### src/prnat_ram.sv
// generic single-port write, registered read ram
module prnat_ram #(
    parameter int unsigned WIDTH = 8,
    parameter int unsigned DEPTH = 16
) (
    input  logic                     i_clk,
    input  logic                     i_we,
    input  logic [$clog2(DEPTH)-1:0] i_waddr,
    input  logic [WIDTH-1:0]         i_wdata,
    input  logic [$clog2(DEPTH)-1:0] i_raddr,
    output logic [WIDTH-1:0]         o_rdata
);
    logic [WIDTH-1:0] r_mem [DEPTH];

    always_ff @(posedge i_clk) begin
        if (i_we) begin
            r_mem[i_waddr] <= i_wdata;
        end
        o_rdata <= r_mem[i_raddr];
    end
endmodule
### config.mk
export PLATFORM = sky130hd
export DESIGN_NAME = prnat_ram
export DESIGN_NICKNAME = d
export VERILOG_FILES = /design/src/prnat_ram.sv
export SDC_FILE = /design/constraint.sdc
export NUM_CORES = 1
export LEC_CHECK = 0
export BUFFER_PORTS_ARGS = -buffer_cell sky130_fd_sc_hd__buf_2
export CORE_ASPECT_RATIO = 1.2
export CORE_MARGIN = 5
export CORE_UTILIZATION = 25
export DETAILED_ROUTE_END_ITERATION = 6
export PLACE_DENSITY = 0.4
export SETUP_SLACK_MARGIN = 0.02
export SYNTH_ARGS = -nofsm -noshare
export SYNTH_HDL_FRONTEND = slang
export SYNTH_SLANG_ARGS = --single-unit
### constraint.sdc
create_clock -name i_clk -period 1.7 [get_ports i_clk]
set_input_delay 0.34 -clock i_clk [delete_from_list [all_inputs] [get_ports i_clk]]
set_output_delay 0.34 -clock i_clk [all_outputs]
set_load 0.01 [all_outputs]
==> out/qor_table.md, run 1 <==
| Group | Quantity | This run |
| --- | --- | --- |
| logic synthesis | Mean cell area of the mapped netlist | 22.5 um^2 |
| finish | Commonest non-fill, non-tap cell in the layout | sky130_fd_sc_hd__edfxtp_1 |
| finish | Antenna diode count | 0 |
| power | Power Total | 0.00797 W |
| global route | Maximum number of pins on one net before global-route repair | 26 |
| power | Switching share of power | 19.7% |
| logic synthesis | Number of enable flip-flop cells after synthesis | 128 |
| clock tree | Register clock-pin slew on the reported worst setup and hold paths | 0.06 ns |
| finish | Fin nets | 311 |
| power | Reported net switching power | 0.00157 W |
| logic synthesis | Fraction of the yosys area taken by sequential cells | 77.8% |
| die | Area of the core region | 20300 um^2 |
| global route | Global-route wire length before repair | 16800 um |
| drt | Post-DRT Antenna Nets | 0 |
| logic synthesis | Synth warnings | 0 |
| outcome | Result of the run | complete, no violations |
| finish | Final instance count without filler cells | 571 |
| global route | Initial antenna violation count | 0 |
| setup path | Worst Path Class, Setup | reg2reg |
| clock tree | CTS tree | yes |
| flow run | Number of max-capacitance violations reported | 0 |
| finish | Filler Cells Inserted | 1978 |
| clock tree | Clock latency at the later pin of the worst-skew pair | 0.41 ns |
| finish | Area of the multi-input gates | 1060 um^2 |
| drt | Amount of wire on met3 after detailed routing | 420 um |
| finish | Fraction of final layout cells with drive strength greater than 1 | 34.3% |
| power | Clock network fraction of total power | 47.9% |
| sta | Max Clock Skew | 0.00608 ns |
| die | Std cell rows | 57 |
| logic synthesis | Most frequently used flop master after synthesis | sky130_fd_sc_hd__edfxtp_1 |
| clock tree | Cts hold-fix bufs | 0 |
| logic synthesis | FF+latch count, synth | 136 |
| finish | Sequential cell area | 4000 um^2 |
| placement | GPL Wtd Cong | 0.694 |
| min path | Class of the worst hold path | in2reg |
| sta | # setup viols final | 0 |
| drt | Mean number of vias per cell | 4.26 |
| global route | Number of global-route vias before repair | 2651 |
| sta | Setup repair after global routing missed its margin | no |
| power | Gate power share | 4.8% |
| drt | Met2 wire length | 5470 um |
| sta | Timing-limited maximum frequency | 0.728 GHz |
| setup path | Crit Path Max Fanout | 1 |
| sta | Final cycle utilization of the critical path | 80.8% |
| drt | Violation count after the first detailed-routing iteration | 243 |
| logic synthesis | Number of instances in the synthesized netlist | 229 |
| die | Total die area | 23600 um^2 |
| drt | Top metal layer carrying routed signals | met4 |
| setup path | R2R Setup Slk | 0.33 ns |
| logic synthesis | Post-Syn Area | 5150 um^2 |
| sta | Transition at the pin with the smallest max-transition slack | 0.832 ns |
| clock tree | H-Tree Level Count | 4 |
| placement | Placed wire-length estimate after detailed placement | 7490 um |
| die | Count of boundary I/O pins | 26 |
| sta | Max-slew headroom | 44.4% |
| drt | DRC errors left | 0 |
| power | Fraction of power consumed by sequential logic | 47.3% |
| global route | Total GRT Usage | 9.85% |
| clock tree | Number of buffers inserted to repair setup after CTS | 0 |
| clock tree | Post-cts gate resize count | 0 |
| finish | Area growth from synthesis to layout | 24.7% |
| drt | Detailed-route wire length on metal 1 | 5010 um |
| drt | DRT Wirelength | 11000 um |
| finish | Most frequent cells in the layout | 128 x sky130_fd_sc_hd__edfxtp_1, 26 x sky130_fd_sc_hd__buf_4, 25 x sky130_fd_sc_hd__buf_2, 18 x sky130_fd_sc_hd__mux4_2, 17 x sky130_fd_sc_hd__clkbuf_16 |
| die | Starting density of the core | 25.4% |
| placement | Count of buffers inserted at the top-level ports | 25 |
| drt | TritonRoute pass-1 iters | 6 |
| sta | Fin crit period | 1.37 ns |
| sta | Final number of max-transition violations | 0 |
| logic synthesis | Post-synth ARST share | 0% |
| global route | Remaining Overflow, GRT | 0 |
| setup path | Startpoint type of the worst setup path | flop |
| logic synthesis | Number of unique standard cell types used by synthesis | 19 |
| die | Horizontal die dimension | 141 um |
| power | Worst vdd rail ir drop | 0.706 mV |
| logic synthesis | Net Count, Synth | 247 |
| clock tree | Longest Clk Path Bufs | 2 |
| drt | Final routed wire length divided by cell count | 19.3 um |
| power | Leakage power figure | 2.17 nW |
| power | Power density over cell area | 1240 nW/um^2 |
| setup path | Arr. time, crit path | 1.66 ns |
| placement | Number of instances in the placed design | 539 |
| power | Power Internal | 0.00640 W |
| sta | Count of endpoints failing hold in the final timing report | 0 |
| clock tree | Cts bufs inserted | 17 |
| setup path | Kind of end point of the critical path | flop |
| drt | Vias post-DR | 2434 |
| clock tree | Number of clock sinks | 136 |
| setup path | Worst path required time | 1.99 ns |
| die | Vertical extent of the die | 167 um |
| clock tree | Root buffer selected by CTS | sky130_fd_sc_hd__clkbuf_16 |
==> cell usage after synthesis, types with 2 or more instances <==
cell type                           n  area [um^2]
sky130_fd_sc_hd__nor2_1            13         48.8
sky130_fd_sc_hd__edfxtp_1         128         3840
sky130_fd_sc_hd__mux4_1            14          368
sky130_fd_sc_hd__buf_6              3         33.8
sky130_fd_sc_hd__clkdlybuf4s25_2    3         30.0
sky130_fd_sc_hd__nand2_1            9         33.8
sky130_fd_sc_hd__nand3b_1           2         15.0
sky130_fd_sc_hd__mux4_2            18          405
sky130_fd_sc_hd__a22oi_1           16          120
sky130_fd_sc_hd__buf_2              3         15.0
sky130_fd_sc_hd__nor3_1             4         20.0
sky130_fd_sc_hd__dfxtp_1            8          160
sky130_fd_sc_hd__nand2b_1           2         12.5
==> worst paths after layout <==
check	start	to	cells after the start
setup / recovery	r_mem[2][5]	o_rdata[5]	3
hold / removal	i_wdata[0]	r_mem[3][0]	1
setup reg to reg	r_mem[2][5]	o_rdata[5]	3
hold reg to reg	r_mem[14][0]	o_rdata[0]	3
==> stage by stage <==
stage          worst slack, ns  setup TNS (ns)  hold WS (ns)  util (%)  cell area (um^2)
2_1_floorplan           0.0939               0         0.439         -              5150
3_3_place_gp            -0.114          -0.510         0.661      28.6              5800
3_5_place_dp            -0.102          -0.464         0.658      28.6              5800
4_1_cts                  0.286               0         0.297      31.7              6420
5_1_grt                  0.210               0         0.305      31.7              6420
6_report                 0.326               0         0.316      31.7              6420
==> routing by layer <==
| layer | GRT usage (%) | up-vias |
|---|---|---|
| li1 | - | 1098 |
| met1 | 12.9 | 1272 |
| met2 | 15.6 | 54 |
| met5 | 0 | - |
| met4 | 3.54 | 0 |
| met3 | 2.71 | 10 |
==> flip-flops by register name, indices dropped and copies added, names as in the netlist <==
signal	flops
r_mem	128
o_rdata	8
==> power by group through the flow <==
stage | combinational, W | clock, W | sequential [W]
2_1_floorplan | 0.000191 | 0 | 0.00384
3_3_place_gp | 0.000395 | 0 | 0.00384
3_5_place_dp | 0.000397 | 0 | 0.00384
4_1_cts | 0.000399 | 0.00391 | 0.00377
5_1_grt | 0.000424 | 0.00408 | 0.00377
6_report | 0.000385 | 0.00381 | 0.00377
==> cell type report <==
type | instances | share of cell area (%)
Multi-Input combinational cell | 83 | 16.5
Clock buffer | 19 | 6.90
Sequential cell | 136 | 62.4
Timing Repair Buffer | 55 | 6.24
Clock inverter | 13 | 2.77
Tap cell | 265 | 5.17
==> cells by family (layout without fill, tap and decap cells) <==
family,count (synthesis),in the layout,synth area share [%]
DFF,136,136,77.8
and+or+nand+nor,35,35,3.18
buffers and inverters,10,87,1.68
muxes,32,32,15.0
AOI/OAI and AO/OA,16,16,2.33
==> critical path: stages, from the launching register on <==
cell                       delay, ns
sky130_fd_sc_hd__edfxtp_1       0.36
sky130_fd_sc_hd__mux4_1         0.51
sky130_fd_sc_hd__a22oi_1        0.28
sky130_fd_sc_hd__nand2_1        0.11
(Power assumes the default switching activity.)
==> inputs of run 2 (changes only) <==
- ABC_AREA: default -> 1
- clock period: 1.7 -> 1.2 ns (I/O delays scaled with it)
==> run 2 against run 1 <==
Net effect: sequential power increased by 42%; flip-flop and latch count unchanged; core utilization decreased by 1.2 points; power increased by 39%; via count increased by 57%; synthesized cell count increased by 140%; critical path type is now reg2out; largest cell class unchanged; highest routed layer unchanged.
==> out/qor_table.md, run 2 <==
| Group | Quantity | This run | Delta |
| --- | --- | --- | --- |
| global route | Total GRT Usage | 11.7% | was 9.85% |
| drt | Final routed wire length divided by cell count | 15.6 um | was 19.3 um |
| placement | Placed wire-length estimate after detailed placement | 9570 um | was 7490 um |
| die | Vertical extent of the die | 176 um | was 167 um |
| power | Clock network fraction of total power | 45.6% | was 47.9% |
| sta | Final worst slack | 0.0588 ns | was 0.326 ns |
| finish | Final instance count without filler cells | 931 | was 571 |
| clock tree | Number of clock sinks | 136 | unchanged |
| sta | Max-slew headroom | 75.9% | was 44.4% |
| finish | Layout Cell Area excl Fill | 7010 um^2 | was 6420 um^2 |
| placement | Number of instances in the placed design | 899 | was 539 |
| setup path | Kind of end point of the critical path | primary output | was flop |
| logic synthesis | Dominant cells by area after synthesis | sky130_fd_sc_hd__edfxtp_1 67%, sky130_fd_sc_hd__nand2_1 11%, sky130_fd_sc_hd__nand3_1 8.4% | was sky130_fd_sc_hd__edfxtp_1 75%, sky130_fd_sc_hd__mux4_2 7.9%, sky130_fd_sc_hd__mux4_1 7.1% |
| logic synthesis | Synth warnings | 0 | unchanged |
| power | Power Internal | 0.00874 W | was 0.00640 W |
| sta | Setup repair after global routing missed its margin | no | unchanged |
| min path | Class of the worst hold path | in2reg | unchanged |
| drt | DRT Wirelength | 14500 um | was 11000 um |
| setup path | Worst path required time | 0.96 ns | was 1.99 ns |
| setup path | Count of buffer and inverter cells on the critical path | 1 | was 0 |
| sta | Transition at the pin with the smallest max-transition slack | 0.361 ns | was 0.832 ns |
| finish | Fraction of final layout cells with drive strength greater than 1 | 14.3% | was 34.3% |
| sta | Total Neg Setup Slack | 0 ns | unchanged |
| outcome | Result of the run | complete, no violations | unchanged |
| die | Count of boundary I/O pins | 26 | unchanged |
| sta | Max Clock Skew | 0.00713 ns | was 0.00608 ns |
| sta | Count of endpoints failing hold in the final timing report | 0 | unchanged |
| sta | Final number of max-transition violations | 0 | unchanged |
| setup path | Stages on worst setup path | 1 | was 3 |
| die | Total die area | 26200 um^2 | was 23600 um^2 |
| logic synthesis | Post-synth ARST share | 0% | unchanged |
| clock tree | Post-cts gate resize count | 1 | was 0 |
| min path | Startpoint of the lowest-slack hold path | i_raddr[2] | was i_wdata[0] |
| drt | Violation count after the first detailed-routing iteration | 236 | was 243 |
| setup path | Worst Path Class, Setup | reg2out | was reg2reg |
| finish | Register ranked first by flip-flop count | r_mem | unchanged |
| drt | Mean number of vias per cell | 4.09 | was 4.26 |
| logic synthesis | Share of synthesized cell area in full adder, half adder and majority cells | 0% | unchanged |
| power | Switching share of power | 21.3% | was 19.7% |
| setup path | Origin of the worst setup path | o_rdata[7] | was r_mem[2][5] |
| setup path | Reg-to-reg endpoint | o_rdata[4] | was o_rdata[5] |
| setup path | Cell breakdown of the critical path | buf_6 | was mux4_1, a22oi_1, nand2_1 |
| min path | Number of stages on the worst hold path | 4 | was 1 |
| setup path | R2r worst-path depth | 6 | was 3 |
| setup path | Crit path to | o_rdata[7] | was o_rdata[5] |
| logic synthesis | Number of unique standard cell types used by synthesis | 12 | was 19 |
| logic synthesis | Cell taking the most area after synthesis | sky130_fd_sc_hd__edfxtp_1 | unchanged |
| clock tree | CTS tree | yes | unchanged |
| drt | Vias post-DR | 3810 | was 2434 |
| logic synthesis | FF+latch count, synth | 136 | unchanged |
| flow run | Number of max-capacitance violations reported | 0 | unchanged |
| sta | Final cycle utilization of the critical path | 95.1% |  |
| clock tree | Register clock-pin slew on the reported worst setup and hold paths | 0.06 ns | about the same |
| clock tree | Number of buffers inserted to repair setup after CTS | 0 | unchanged |
| placement | Post-DP Area | 6420 um^2 | was 5800 um^2 |
| finish | Antenna diode count | 0 | unchanged |
| die | Horizontal die dimension | 149 um | was 141 um |
| clock tree | Clock latency at the later pin of the worst-skew pair | 0.42 ns | was 0.41 ns |
| logic synthesis | Largest family of logic cells by synthesized area | simple AND/OR/NAND/NOR gates | was multiplexers |
| logic synthesis | Number of instances in the synthesized netlist | 551 | was 229 |
| clock tree | Cts hold-fix bufs | 0 | unchanged |
| setup path | Arr. time, crit path | 0.90 ns | was 1.66 ns |
| logic synthesis | Fraction of the yosys area taken by sequential cells | 69.4% | was 77.8% |
| logic synthesis | Number of enable flip-flop cells after synthesis | 128 | unchanged |
| clock tree | Cts bufs inserted | 17 | unchanged |
| die | Starting density of the core | 25.1% | was 25.4% |
| placement | Count of buffers inserted at the top-level ports | 25 | unchanged |
| finish | Commonest non-fill, non-tap cell in the layout | sky130_fd_sc_hd__nand2_1 | was sky130_fd_sc_hd__edfxtp_1 |
| finish | Largest registers | r_mem (128), o_rdata (8) | unchanged |
| sta | Timing-limited maximum frequency | 0.876 GHz |  |
| setup path | Launching point of the worst reg2reg path | r_mem[11][4] | was r_mem[2][5] |
| finish | Fin nets | 621 | was 311 |
| global route | Number of global-route vias before repair | 3907 | was 2651 |
| finish | Most frequent cells in the layout | 173 x sky130_fd_sc_hd__nand2_1, 128 x sky130_fd_sc_hd__edfxtp_1, 100 x sky130_fd_sc_hd__inv_1, 97 x sky130_fd_sc_hd__nand3_1, 27 x sky130_fd_sc_hd__buf_4 | was 128 x sky130_fd_sc_hd__edfxtp_1, 26 x sky130_fd_sc_hd__buf_4, 25 x sky130_fd_sc_hd__buf_2, 18 x sky130_fd_sc_hd__mux4_2, 17 x sky130_fd_sc_hd__clkbuf_16 |
| logic synthesis | Mean cell area of the mapped netlist | 10.5 um^2 | was 22.5 um^2 |
| logic synthesis | Cell with the most instances after synthesis | sky130_fd_sc_hd__nand2_1 | was sky130_fd_sc_hd__edfxtp_1 |
| logic synthesis | Net Count, Synth | 569 | was 247 |
| die | Std cell rows | 61 | was 57 |
| setup path | Crit Path Max Fanout | 1 | unchanged |
| die | Area of the core region | 23000 um^2 | was 20300 um^2 |
| placement | Pre-CTS setup slack | -0.150 ns | was -0.102 ns |
| setup path | R2R Setup Slk | 0.21 ns | was 0.33 ns |
| placement | GPL Wtd Cong | 0.781 | was 0.694 |
| finish | Filler Cells Inserted | 2386 | was 1978 |
| global route | Remaining Overflow, GRT | 0 | unchanged |
| finish | Number of flip-flops under the largest register name | 128 | unchanged |
| power | Power density over cell area | 1590 nW/um^2 | was 1240 nW/um^2 |
| clock tree | H-Tree Level Count | 4 | unchanged |
| setup path | Crit path max-delay cell type | sky130_fd_sc_hd__dfxtp_1 | was sky130_fd_sc_hd__mux4_1 |
| logic synthesis | Most frequently used flop master after synthesis | sky130_fd_sc_hd__edfxtp_1 | unchanged |
| clock tree | Longest Clk Path Bufs | 2 | unchanged |
| finish | Area growth from synthesis to layout | 21.5% | was 24.7% |
| drt | DRC errors left | 0 | unchanged |
| global route | Global-route wire length before repair | 22700 um | was 16800 um |
| power | Reported net switching power | 0.00236 W | was 0.00157 W |
| power | Leakage power figure | 2.99 nW | was 2.17 nW |
| setup path | Delay of the slowest cell on the worst path | 0.37 ns | was 0.51 ns |
| power | Fraction of power consumed by sequential logic | 48.1% | was 47.3% |
| setup path | Worst path top cell family by delay | flip-flops | was multiplexers |
| logic synthesis | Mux share of post-synthesis cell area | 0% | was 15.0% |
| drt | Post-DRT Antenna Nets | 0 | unchanged |
| global route | Maximum number of pins on one net before global-route repair | 52 | was 26 |
| logic synthesis | XOR/XNOR share of the synthesized area | 0% | unchanged |
| logic synthesis | Area fraction in and, or, nand and nor cells after synthesis | 21.0% | was 3.18% |
| logic synthesis | Area share of the largest cell type after synthesis | 66.7% | was 74.7% |
| logic synthesis | Synthesized-area fraction occupied by ao, oa, aoi and oai cells | 0% | was 2.33% |
| drt | TritonRoute pass-1 iters | 4 | was 6 |
| sta | # setup viols final | 0 | unchanged |
| power | Worst vdd rail ir drop | 0.881 mV | was 0.706 mV |
| global route | Initial antenna violation count | 0 | unchanged |
| logic synthesis | Post-Syn Area | 5770 um^2 | was 5150 um^2 |
| logic synthesis | Most used standard cells in the synthesized netlist | 173 x sky130_fd_sc_hd__nand2_1, 128 x sky130_fd_sc_hd__edfxtp_1, 100 x sky130_fd_sc_hd__inv_1 | was 128 x sky130_fd_sc_hd__edfxtp_1, 18 x sky130_fd_sc_hd__mux4_2, 16 x sky130_fd_sc_hd__a22oi_1 |
| setup path | Startpoint type of the worst setup path | flop | unchanged |
| power | Gate power share | 6.3% | was 4.8% |
| clock tree | Root buffer selected by CTS | sky130_fd_sc_hd__clkbuf_16 | unchanged |
| sta | Fin crit period | 1.14 ns |  |
[run 2: metal layers]
| layer | vias up | routed length [um] | part of all wire, % | GRT usage, % |
|---|---|---|---|---|
| met2 | 63 | 7310 | 50 | 20.0 |
| met1 | 1858 | 6580 | 45 | 14.7 |
| met4 | 0 | 223 | 1.5 | 4.27 |
| li1 | 1875 | - | - | - |
| met3 | 14 | 419 | 2.9 | 2.31 |
| met5 | - | 0 | 0 | 0 |
[run 2: cell families (layout without fill, tap and decap cells)]
family                 count (synthesis)  after routing
and+or+nand+nor                      289            289
DFF                                  136            136
buffers and inverters                126            191
[run 2: worst register-to-register path, stage by stage, from the launching register on]
cell and delay (ns):
sky130_fd_sc_hd__edfxtp_1 0.37, sky130_fd_sc_hd__inv_1 0.07, sky130_fd_sc_hd__nand2_1 0.04, sky130_fd_sc_hd__nand3_1 0.09, sky130_fd_sc_hd__nand3_1 0.07, sky130_fd_sc_hd__nand3_1 0.13
sky130_fd_sc_hd__nand2_1 0.11
[run 2: area by class of cell]
type | count | area [um^2] | share of cell area, %
tap | 315 | 394 | 5.62
clock inverter | 9 | 98.8 | 1.41
timing repair buffer | 57 | 434 | 6.20
inverter | 102 | 383 | 5.46
clock buffer | 23 | 478 | 6.82
multi-input combinational | 289 | 1210 | 17.3
sequential | 136 | 4010 | 57.2
[run 2: metrics by stage]
step	hold slack, ns	utilization [%]	power, W
after floorplan	0.339	-	0.00582
after global placement	0.627	28.0	0.00616
after detailed placement	0.635	28.0	0.00616
after CTS	0.196	30.5	0.0113
after global routing	0.209	30.5	0.0116
final	0.207	30.5	0.0111
[run 2: worst min-delay path by stage]
stage | end | slack [ns]
global route | o_rdata[6] | 0.21
floorplan | r_mem[0][0] | 0.34
finish | o_rdata[6] | 0.21
global placement | o_rdata[5] | 0.63
detailed placement | o_rdata[6] | 0.64
CTS | o_rdata[6] | 0.20
[run 2: power by group through the flow]
| stage | registers (W) | logic, W | clock network (W) |
|---|---|---|---|
| global route | 0.00536 | 0.000787 | 0.00543 |
| finish | 0.00535 | 0.000697 | 0.00506 |
| global placement | 0.00545 | 0.000711 | 0 |
| floorplan | 0.00545 | 0.000375 | 0 |
| detailed placement | 0.00544 | 0.000714 | 0 |
| CTS | 0.00535 | 0.000716 | 0.00519 |
==> inputs of run 3 (changes only) <==
- ABC_AREA: 1 -> default
- GPL_TIMING_DRIVEN: default -> 0
==> run 3 against run 2 <==
Net effect: the run now ends with setup timing left; flip-flop and latch count unchanged; cell count down 40%; core utilization up 1.5 points; critical endpoint is now o_rdata[0]; power up 1.5%; highest routed layer unchanged; maximum frequency down 14%; largest power group unchanged; critical path depth up 2; critical path type is now reg2reg.
==> out/qor_table.md, run 3 (synthesized netlist as in run 1, its figures left out) <==
| Group | Quantity | This run | Delta |
| --- | --- | --- | --- |
| outcome | Result of the run | complete, but fails checks | was complete, no violations |
| outcome | Failing checks | setup timing |  |
| drt | DRT Wirelength | 11300 um | was 14500 um |
| power | Power density over cell area | 1740 nW/um^2 | was 1590 nW/um^2 |
| placement | Count of buffers inserted at the top-level ports | 24 | was 25 |
| clock tree | Root buffer selected by CTS | sky130_fd_sc_hd__clkbuf_16 | unchanged |
| finish | Number of flip-flops under the largest register name | 128 | unchanged |
| sta | Final cycle utilization of the critical path | 111% | was 95.1% |
| finish | Largest registers | r_mem (128), o_rdata (8) | unchanged |
| clock tree | Cts hold-fix bufs | 0 | unchanged |
| sta | Transition at the pin with the smallest max-transition slack | 0.936 ns | was 0.361 ns |
| finish | Fin util | 32.0% | was 30.5% |
| drt | Mean number of vias per cell | 4.28 | was 4.09 |
| setup path | Arr. time, crit path | 1.62 ns | was 0.90 ns |
| drt | TritonRoute pass-1 iters | 4 | unchanged |
| global route | Number of global-route vias before repair | 2527 | was 3907 |
| power | Worst vdd rail ir drop | 0.899 mV | was 0.881 mV |
| placement | Placed wire-length estimate after detailed placement | 7330 um | was 9570 um |
| sta | Total Neg Setup Slack | -0.642 ns | was 0 ns |
| die | Vertical extent of the die | 167 um | was 176 um |
| drt | Final routed wire length divided by cell count | 20.4 um | was 15.6 um |
| die | Total die area | 23600 um^2 | was 26200 um^2 |
| finish | Area growth from synthesis to layout | 25.9% | was 21.5% |
| clock tree | H-Tree Level Count | 4 | unchanged |
| flow run | Number of max-capacitance violations reported | 0 | unchanged |
| sta | Final number of max-transition violations | 0 | unchanged |
| drt | Vias post-DR | 2377 | was 3810 |
| drt | Violation count after the first detailed-routing iteration | 183 | was 236 |
| sta | # setup viols final | 8 | was 0 |
| setup path | Worst Path Class, Setup | reg2reg | was reg2out |
| die | Count of boundary I/O pins | 26 | unchanged |
| clock tree | Register clock-pin slew on the reported worst setup and hold paths | 0.06 ns | about the same |
| finish | Fraction of final layout cells with drive strength greater than 1 | 42.6% | was 14.3% |
| die | Std cell rows | 57 | was 61 |
| sta | Fin crit period | 1.33 ns | was 1.14 ns |
| global route | Initial antenna violation count | 0 | unchanged |
| power | Leakage power figure | 2.06 nW | was 2.99 nW |
| global route | Global-route wire length before repair | 16700 um | was 22700 um |
| global route | Total GRT Usage | 10.1% | was 11.7% |
| drt | Post-DRT Antenna Nets | 0 | unchanged |
| global route | Remaining Overflow, GRT | 0 | unchanged |
| die | Area of the core region | 20300 um^2 | was 23000 um^2 |
| drt | DRC errors left | 0 | unchanged |
| die | Horizontal die dimension | 141 um | was 149 um |
| clock tree | CTS tree | yes | unchanged |
| setup path | R2R Setup Slk | -0.13 ns | was 0.21 ns |
| placement | Pre-CTS setup slack | -0.630 ns | was -0.150 ns |
| setup path | Startpoint type of the worst setup path | flop | unchanged |
| sta | Setup repair after global routing missed its margin | yes | was no |
| placement | GPL Wtd Cong | 0.674 | was 0.781 |
| clock tree | Longest Clk Path Bufs | 2 | unchanged |
| finish | Antenna diode count | 0 | unchanged |
| min path | Class of the worst hold path | in2reg | unchanged |
| sta | Count of endpoints failing hold in the final timing report | 0 | unchanged |
| setup path | Kind of end point of the critical path | flop | was primary output |
| global route | Maximum number of pins on one net before global-route repair | 17 | was 52 |
| clock tree | Number of clock sinks | 136 | unchanged |
| sta | Timing-limited maximum frequency | 0.751 GHz | was 0.876 GHz |
| die | Starting density of the core | 25.4% | was 25.1% |
| finish | Fin nets | 296 | was 621 |
| sta | Max Clock Skew | 0.00538 ns | was 0.00713 ns |
| sta | Max-slew headroom | 37.4% | was 75.9% |
| clock tree | Clock latency at the later pin of the worst-skew pair | 0.41 ns | was 0.42 ns |
| finish | Register ranked first by flip-flop count | r_mem | unchanged |
| sta | Final hold slack | 0.251 ns | was 0.207 ns |
| finish | Commonest non-fill, non-tap cell in the layout | sky130_fd_sc_hd__edfxtp_1 | was sky130_fd_sc_hd__nand2_1 |
| clock tree | Cts bufs inserted | 17 | unchanged |
| setup path | Crit Path Max Fanout | 1 | unchanged |
| finish | Most frequent cells in the layout | 128 x sky130_fd_sc_hd__edfxtp_1, 31 x sky130_fd_sc_hd__mux4_2, 27 x sky130_fd_sc_hd__buf_2, 17 x sky130_fd_sc_hd__clkbuf_16, 12 x sky130_fd_sc_hd__nor2_4 | was 173 x sky130_fd_sc_hd__nand2_1, 128 x sky130_fd_sc_hd__edfxtp_1, 100 x sky130_fd_sc_hd__inv_1, 97 x sky130_fd_sc_hd__nand3_1, 27 x sky130_fd_sc_hd__buf_4 |
| setup path | Worst path required time | 1.48 ns | was 0.96 ns |
| sta | Final worst slack | -0.131 ns | was 0.0588 ns |
run 3: repair_timing:
| item | 4_1_cts | 5_1_grt |
|---|---|---|
| gates resized for setup | 16 | 9 |
| pin swaps | 2 | 5 |
| buffers inserted | 2 | 4 |
| setup endpoints to repair | 95 | 87 |
run 3: cell type report:
type | count | area, um^2
buffer | 10 | 120
clock inverter | 15 | 181
sequential | 136 | 4000
clock buffer | 17 | 425
timing repair buffer | 30 | 228
multi-input combinational | 83 | 1190
tap | 265 | 332
fill | 1987 | 13800
run 3: power breakdown:
group / switching [W] / internal, W / total (W)
clock: 0.00188 / 0.00344 / 0.00532
combinational: 0.000370 / 0.000257 / 0.000627
sequential: 0.0000222 / 0.00531 / 0.00533
total: 0.00227 / 0.00901 / 0.0113
run 3: stage by stage:
| step | instance area (um^2) | power (W) | instances |
|---|---|---|---|
| after detailed placement | 5650 | 0.00603 | 518 |
| after global routing | 6480 | 0.0117 | 556 |
| final | 6480 | 0.0113 | 556 |
| after global placement | 5650 | 0.00601 | 518 |
| after CTS | 6370 | 0.0114 | 552 |
| after floorplan | 5200 | 0.00575 | 229 |
run 3: layer usage:
layer	GRT usage, %	vias to the layer above	share of wire, %
li1	-	1061	-
met5	0	-	0
met4	4.05	0	1.5
met1	13.3	1266	45
met2	16.2	39	51
met3	2.42	11	3.0
run 3: path summary, 6_finish.rpt:
path / startpoint / to / cells after the start
max reg2reg: r_mem[11][0] / o_rdata[0] / 3
min: i_wdata[4] / r_mem[15][4] / 1
max: r_mem[11][0] / o_rdata[0] / 3
min reg2reg: r_mem[10][2] / o_rdata[2] / 3
run 3: critical path, cell delays in order, from the launching register on:
cell and delay, ns:
sky130_fd_sc_hd__edfxtp_1 0.35, sky130_fd_sc_hd__mux4_2 0.48, sky130_fd_sc_hd__a22oi_2 0.29, sky130_fd_sc_hd__nand2_1 0.09
